--- config.mk ---
export PLATFORM = sky130hd
export DESIGN_NAME = msp_front_flat
export DESIGN_NICKNAME = d
export VERILOG_FILES = /design/src/hdl/msp_pkg.sv /design/src/hdl/msp_if.sv /design/src/hdl/msp_front.sv /design/src/flat_wrapper.sv
export SDC_FILE = /design/constraint.sdc
export NUM_CORES = 1
export LEC_CHECK = 0
export ABC_CLOCK_PERIOD_IN_PS = 5400
export CAP_MARGIN = 10
export CORE_ASPECT_RATIO = 0.8
export CORE_UTILIZATION = 55
export DETAILED_ROUTE_END_ITERATION = 6
export DONT_BUFFER_PORTS = 1
export GPL_TIMING_DRIVEN = 0
export PLACE_DENSITY = 0.8
export SYNTH_ARGS = -nofsm -noshare
export SYNTH_HDL_FRONTEND = slang
export SYNTH_SLANG_ARGS = --single-unit
export TNS_END_PERCENT = 50
--- constraint.sdc ---
create_clock -name clk_i -period 5.4 [get_ports clk_i]
set_input_delay 0.27 -clock clk_i [delete_from_list [all_inputs] [get_ports clk_i]]
set_output_delay 0.27 -clock clk_i [all_outputs]
set_load 0.01 [all_outputs]
--- src/hdl/msp_pkg.sv ---
// ----------------------------------------------------------------------------
// msp_pkg
// Shared constants, codes and types of the multi-source shortest path block.
// ----------------------------------------------------------------------------
package msp_pkg;

  localparam int unsigned NUM_NODES  = 1024;
  localparam int unsigned NUM_EDGES  = 8192;
  localparam int unsigned NODE_W     = 10;
  localparam int unsigned EIDX_W     = 13;
  localparam int unsigned EPTR_W     = 14;
  localparam int unsigned WGT_W      = 16;
  localparam int unsigned DIST_W     = 31;
  localparam int unsigned OP_W       = 3;
  localparam int unsigned FIFO_DEPTH = 4;
  localparam int unsigned FIFO_AW    = 2;

  localparam logic [OP_W-1:0] OP_CLEAR  = 3'd0;
  localparam logic [OP_W-1:0] OP_EDGE   = 3'd1;
  localparam logic [OP_W-1:0] OP_SOURCE = 3'd2;
  localparam logic [OP_W-1:0] OP_SOLVE  = 3'd3;
  localparam logic [OP_W-1:0] OP_QUERY  = 3'd4;

  localparam logic [EPTR_W-1:0] EDGE_NULL    = EPTR_W'(NUM_EDGES);
  localparam logic [EPTR_W-1:0] EDGE_LAST_OK = EPTR_W'(NUM_EDGES - 2);
  localparam logic [DIST_W-1:0] DIST_UNREACH = 31'h7FFF_FFFF;
  localparam logic [DIST_W-1:0] DIST_SAT     = 31'h7FFF_FFFE;
  localparam logic [NODE_W-1:0] NODE_LAST    = NODE_W'(NUM_NODES - 1);
  localparam logic [NODE_W:0]   QUEUE_FULL   = (NODE_W+1)'(NUM_NODES);

  typedef enum logic [1:0] {
    CMD_CLEAR,
    CMD_ADD,
    CMD_SOLVE,
    CMD_QUERY
  } cmd_op_e;

  typedef struct packed {
    cmd_op_e           op;
    logic [NODE_W-1:0] a;
    logic [NODE_W-1:0] b;
    logic [WGT_W-1:0]  w;
  } cmd_t;

  typedef struct packed {
    logic busy;
    logic sweeping;
  } eng_status_t;

endpackage

--- src/hdl/msp_if.sv ---
// ----------------------------------------------------------------------------
// msp_in_if / msp_out_if
// Valid/ready channels carrying input transactions and query results.
// ----------------------------------------------------------------------------
interface msp_in_if;
  logic        valid;
  logic        ready;
  logic [2:0]  operation;
  logic [9:0]  node_a;
  logic [9:0]  node_b;
  logic [15:0] weight;

  modport source (output valid, operation, node_a, node_b, weight, input ready);
  modport sink (input valid, operation, node_a, node_b, weight, output ready);
endinterface


--- src/hdl/msp_front.sv ---
// ----------------------------------------------------------------------------
// msp_front
// Accepts input transactions, decodes them into engine commands and buffers
// them in a short queue.
// ----------------------------------------------------------------------------
module msp_front import msp_pkg::*; (
  input  logic        clk_i,
  input  logic        rst_ni,
  msp_in_if.sink      in_if,
  output cmd_t        cmd_o,
  output logic        cmd_valid_o,
  input  logic        cmd_ready_i
);

  cmd_t               fifo_q [FIFO_DEPTH];
  logic [FIFO_AW-1:0] wr_q, wr_d, rd_q, rd_d;
  logic [FIFO_AW:0]   cnt_q, cnt_d;
  cmd_t               dec;
  logic               dec_ok;
  logic               push, pop;

  always_comb begin
    dec    = '{op: CMD_CLEAR, a: in_if.node_a, b: in_if.node_b, w: in_if.weight};
    dec_ok = 1'b1;
    unique case (in_if.operation)
      OP_CLEAR: dec.op = CMD_CLEAR;
      OP_EDGE:  dec.op = CMD_ADD;
      OP_SOURCE: begin
        dec.op = CMD_ADD;
        dec.a  = '0;
        dec.b  = in_if.node_a;
        dec.w  = '0;
      end
      OP_SOLVE: dec.op = CMD_SOLVE;
      OP_QUERY: dec.op = CMD_QUERY;
      default:  dec_ok = 1'b0;
    endcase
  end

  assign in_if.ready = (cnt_q != (FIFO_AW+1)'(FIFO_DEPTH));
  assign push        = in_if.valid && in_if.ready && dec_ok;
  assign cmd_valid_o = (cnt_q != '0);
  assign pop         = cmd_valid_o && cmd_ready_i;
  assign cmd_o       = fifo_q[rd_q];

  always_comb begin
    wr_d  = push ? wr_q + 1'b1 : wr_q;
    rd_d  = pop ? rd_q + 1'b1 : rd_q;
    cnt_d = cnt_q + (FIFO_AW+1)'(push) - (FIFO_AW+1)'(pop);
  end

  always_ff @(posedge clk_i) begin
    if (push) begin
      fifo_q[wr_q] <= dec;
    end
  end

  always_ff @(posedge clk_i or negedge rst_ni) begin
    if (!rst_ni) begin
      wr_q  <= '0;
      rd_q  <= '0;
      cnt_q <= '0;
    end else begin
      wr_q  <= wr_d;
      rd_q  <= rd_d;
      cnt_q <= cnt_d;
    end
  end

endmodule

--- src/flat_wrapper.sv ---
// flat-port wrapper written by rule: the top's interface ports become plain ports
module msp_front_flat import msp_pkg::*;
  (clk_i, rst_ni, cmd_o, cmd_valid_o, cmd_ready_i, in_if_valid, in_if_operation, in_if_node_a, in_if_node_b, in_if_weight, in_if_ready);
  msp_in_if in_if_i ();
  input  logic clk_i;
  input  logic rst_ni;
  output cmd_t cmd_o;
  output logic cmd_valid_o;
  input  logic cmd_ready_i;
  input wire logic [$bits(in_if_i.valid)-1:0] in_if_valid;
  input wire logic [$bits(in_if_i.operation)-1:0] in_if_operation;
  input wire logic [$bits(in_if_i.node_a)-1:0] in_if_node_a;
  input wire logic [$bits(in_if_i.node_b)-1:0] in_if_node_b;
  input wire logic [$bits(in_if_i.weight)-1:0] in_if_weight;
  output wire logic [$bits(in_if_i.ready)-1:0] in_if_ready;
  assign in_if_i.valid = in_if_valid;
  assign in_if_i.operation = in_if_operation;
  assign in_if_i.node_a = in_if_node_a;
  assign in_if_i.node_b = in_if_node_b;
  assign in_if_i.weight = in_if_weight;
  assign in_if_ready = in_if_i.ready;
  msp_front u_core (.clk_i(clk_i), .rst_ni(rst_ni), .in_if(in_if_i), .cmd_o(cmd_o), .cmd_valid_o(cmd_valid_o), .cmd_ready_i(cmd_ready_i));
endmodule
* Yosys cells after proc, flatten, opt, wreduce, memory -nomap -nowiden
Memories as Yosys holds them, arrays and structs flattened. Cells that the tools add are included.
Word-level totals: bits in registers 7, RAM bits 152, logic and storage cells 25, memories 1
Operators by class: add/subtract/negate cells 4, eq/ne operators 5, multiplexer cells 5, reduce and logical (&&, ||, !) cells 7
Memory list:
- u_core.fifo_q | depth 4, bits a word 38, read ports 1, clocked after memory_dff 0, wr ports 1, line msp_front.sv:15 | cmd_t fifo_q [FIFO_DEPTH];
Operator list (count):
- $mux 36 | 1
- $eq 3x2->1 const B | 2
- $pmux 2 s3 | 1
- $reduce_or 5->1 | 1
- $add 2x1->2 const B | 2
- $add 3x1->3 | 1
- $eq 3x1->1 const B | 1
- $eq 3x3->1 const B | 1
- $logic_and 1x1->1 | 3
- $logic_not 3->1 | 1
- $mux 1 | 3
- $ne 3x3->1 const B | 1
- $reduce_bool 3->1 | 1
- $sub 3x1->3 | 1
- $reduce_or 2->1 | 1

* Longest topological paths before layout
depth in word-level cells 6, gate-level depth with buffers 7, gate-level depth less buffers 7

* Worst setup path after synthesis
Ideal clock, no wire load.
kind flip-flop to flip-flop, start register u_core.cnt_q[1], end register u_core.cnt_q[2], setup time 0.123 ns, data arrival time 1.955 ns, required time 5.277 ns, setup slack 3.323 ns, stages on the path, launching flop included 8, period minus slack after synthesis 2.077 ns, cell sequence dfrtp_1 or3b_1 and3_1 buf_6 ha_1 fa_1 xor2_1 xnor2_1
On the way: longest elaborated chain between the ends 5, elaborated cells between the ends (all ways) 7, those cells by class add/sub (2); eq/ne (1); reduce/logical (4)
Ends and longest elaborated chain:
- start, declared | line msp_front.sv:17 | logic [FIFO_AW:0] cnt_q, cnt_d;
- start signal, assigned | line msp_front.sv:66 | cnt_q <= cnt_d;
- $ne 3x3->1 | line msp_front.sv:40 | assign in_if.ready = (cnt_q != (FIFO_AW+1)'(FIFO_DEPTH));
- named net in_if_ready | line flat_wrapper.sv:15 | output wire logic [$bits(in_if_i.ready)-1:0] in_if_ready;
- $logic_and 1x1->1 (2 in series) | line msp_front.sv:41 | assign push = in_if.valid && in_if.ready && dec_ok;
- named net u_core.push | line msp_front.sv:20 | logic push, pop;
- $add 3x1->3 | line msp_front.sv:49 | cnt_d = cnt_q + (FIFO_AW+1)'(push) - (FIFO_AW+1)'(pop);
- $sub 3x1->3 | line msp_front.sv:49
- named net u_core.cnt_d[2] | line msp_front.sv:17
The timed path passes the listed nets, and every way through them passes these cells. A chain may end at the register's enable or synchronous reset.

==> metrics.md <==
| Metric | Value |
|---|---|
| TritonCTS Buffers | `17` |
| Antenna cells | `0` |
| Unrepaired setup endpoints after global routing | `no` |
| Crit Path Class | `reg2out` |
| Worst rel slew slack | `0.294` |
| Syn_nets | `roughly 330` |
| Reg clk slew, reported paths | `about 60 ps` |
| I/O Buffers | `0` |
| Via/cell ratio | `between 5 and 6` |
| Io pins | `83` |
| Die Wd | `roughly 120 um` |
| Hold WS | `~130 ps` |
| Final period util | `0.434` |
| Worst path cell trace | `buf_2, buf_1, mux4_2` |
| Mapped Area | `about 0.0062 mm2` |
| DR DRC count | `0` |
| Worst VDD drop | `~0.37 mV` |
| Most common cell after layout, fill and taps aside | `edfxtp_1` |
| Number of global-route vias before repair | `~3000` |
| Final #Nets | `roughly 350` |
| Layout Cells excl Fill | `roughly 460` |
| Clock Latency Late Sink | `between 400 and 500 ps` |
| DR WL/cell | `roughly 24 um` |
| Share of the synthesized area in the top cell type | `0.732` |
| H-tree depth | `4` |
| Critical path's slowest cell | `buf_1` |
| Post-Synthesis Cells | `around 280` |
| Via count | `approximately 2700` |
| Gp weighted congestion | `~0.70` |
| Grt met2 use | `0.313` |
| Rows | `34` |
| Met1 Resource Use GR | `0.259` |
| Grt met3 use | `0.0804` |
| CTS tree | `done` |
| Startpoint types | `register` |
| Worst Skew | `between 7 and 8 ps` |
| Max-cap violation count | `0` |
| Crit path DAT | `2070 ps` |
| Initial Utilization | `0.570` |
| Post-DP HPWL | `between 6 and 7 mm` |
| Gr usage total | `0.203` |
| Final Max Slew Viols | `0` |
| Final Hold Fails | `0` |
| PwrDens | `about 520 mW/mm2` |
| First-pass detailed-route iteration total | `4` |
| WP data required | `~5100 ps` |
| Core footprint | `approximately 0.011 mm2` |
| Clock sink total | `between 150 and 200` |
| Clk root buf | `clkbuf_16` |
| Layout area overhead | `11.9%` |
| Post-synth cell types | `26` |
| Mean Syn Cell Area | `approximately 22 um2` |
| Sequential cell area fraction in the yosys report | `0.760` |
| Synthesized flop and latch total | `~160` |
| Leak | `about 0.0023 uW` |
| Initial antenna violation count | `0` |
| Fmax | `about 430 MHz` |
| Die Footprint | `roughly 0.012 mm2` |
| Antenna viol nets, final | `0` |
| Drt initial violations | `196` |
| Largest net degree at the start of global routing | `39` |
| Maximum buffer depth of the clock tree | `2` |
| Placed Cells incl. Taps | `426` |
| Setup TNS | `0 ps` |
| Biggest area consumer among synthesized cells | `edfxtp_1` |
| Final wirelength | `about 11 mm` |
| Worst path max stage delay | `~570 ps` |
| Outcome | `complete, no violations` |
| Critical path peak fanout | `10` |
| Total grt overflow | `0` |
| Top cells by area in the synthesized netlist | `edfxtp_1, mux4_2, dfrtp_1, nor2b_1, mux2_2` |
| Most frequent cells in the layout | `edfxtp_1, mux4_2, nor2b_1` |
| First-pass GRT wire length | `approximately 17 mm` |
| Synth warn | `0` |
| Share of layout cells above drive strength 1 | `0.280` |
| # setup viols final | `0` |
| Slew @ Worst Pin | `roughly 1100 ps` |
| GRT busiest layer | `met2` |
| Final worst path period need | `between 2000 and 2500 ps` |
| Die height | `a little under 100 um` |
| Worst Hold Class | `in2reg` |
| Worst setup EP type | `output pin` |
-- metal layers --
layer,share of wire,vias up
li1,-,1174
met1,0.43,1428
met2,0.49,84
met3,0.061,13
met4,0.017,0
met5,0,-
-- metrics by stage --
| step | setup WS [ps] | power [uW] | area, um2 | utilization |
|---|---|---|---|---|
| after global placement | 3160 | 2520 | 6420 | 0.587 |
| after detailed placement | 3170 | 2550 | 6420 | 0.587 |
| after CTS | 3000 | 3670 | 6980 | 0.638 |
| after floorplan | 3320 | 2330 | 6240 | - |
| after global routing | 2900 | 3780 | 6980 | 0.638 |
| final | 3060 | 3630 | 6980 | 0.638 |
-- worst max-delay path: cells and delay by family, from the launching register on --
family   cells  cell delay [ps]
flops        1              350
buf+inv      2              850
mux          1              460
-- Yosys cell counts --
master    number
edfxtp_1     152
mux4_2        38
nor2b_1       26
mux2_2        10
dfrtp_1        7
ha_1           6
inv_1          6
buf_2          5
clkbuf_1       5
and2_2         4
xnor2_1        4
nand2_1        3
o21ai_0        2
xor2_1         2
and3_1         1
buf_1          1
buf_4          1
buf_6          1
fa_1           1
mux2_4         1
nand3b_1       1
nor2_1         1
nor3b_4        1
o31a_2         1
or3_2          1
or3b_1         1
-- path summary, 6_finish.rpt --
check,startpoint,to,slack (ps),cells after the start
max in group asynchronous,rst_ni,u_core.rd_q[1],4940,1
hold / removal,cmd_ready_i,u_core.rd_q[0],130,2
setup reg to reg,u_core.cnt_q[2],u_core.fifo_q[3][19],3190,4
min in group asynchronous,rst_ni,u_core.cnt_q[2],200,1
hold reg to reg,u_core.cnt_q[2],u_core.cnt_q[2],520,1
setup / recovery,u_core.rd_q[1],cmd_o[5],3060,3
-- timing repair --
item / 4_1_cts / 5_1_grt
endpoints found under the hold margin: 7 / 0
gates resized for setup: 0 / 0
hold buffers: 1 / 0
setup buffers: 0 / 0
-- kinds of logic (layout without fill, tap and decap cells) --
kind of cell,Yosys count,in the layout,synth area share
AO/OA/AOI/OAI,3,3,0.00321
XOR/XNOR,6,6,0.00843
adder cells (fa/ha/maj),7,7,0.0152
buffers and inverters,19,51,0.0142
flip-flops,159,159,0.760
multiplexers,49,49,0.158
AND/OR/NAND/NOR,39,39,0.0411
-- final cells by class --
type / instances / area, um2
Multi-Input combinational cell: 104 / 1410
Fill cell: 744 / 3950
Tap cell: 144 / 180
Buffer: 13 / 66.3
Timing Repair Buffer: 1 / 10.0
Sequential cell: 159 / 4740
Inverter: 6 / 22.5
Clock buffer: 21 / 440
Clock inverter: 10 / 114
-- power breakdown --
group | total, uW | internal (uW) | switching (uW)
clock | 1130 | 677 | 450
sequential | 1610 | 1560 | 53.2
combinational | 894 | 375 | 519
total | 3630 | 2610 | 1020
-- registers in the layout (all words and copies together) (netlist names) --
signal / flops
u_core.wr_q: 2
u_core.fifo_q: 152
u_core.cnt_q: 3
u_core.rd_q: 2
No activity file was read; power rests on OpenSTA's default activity.
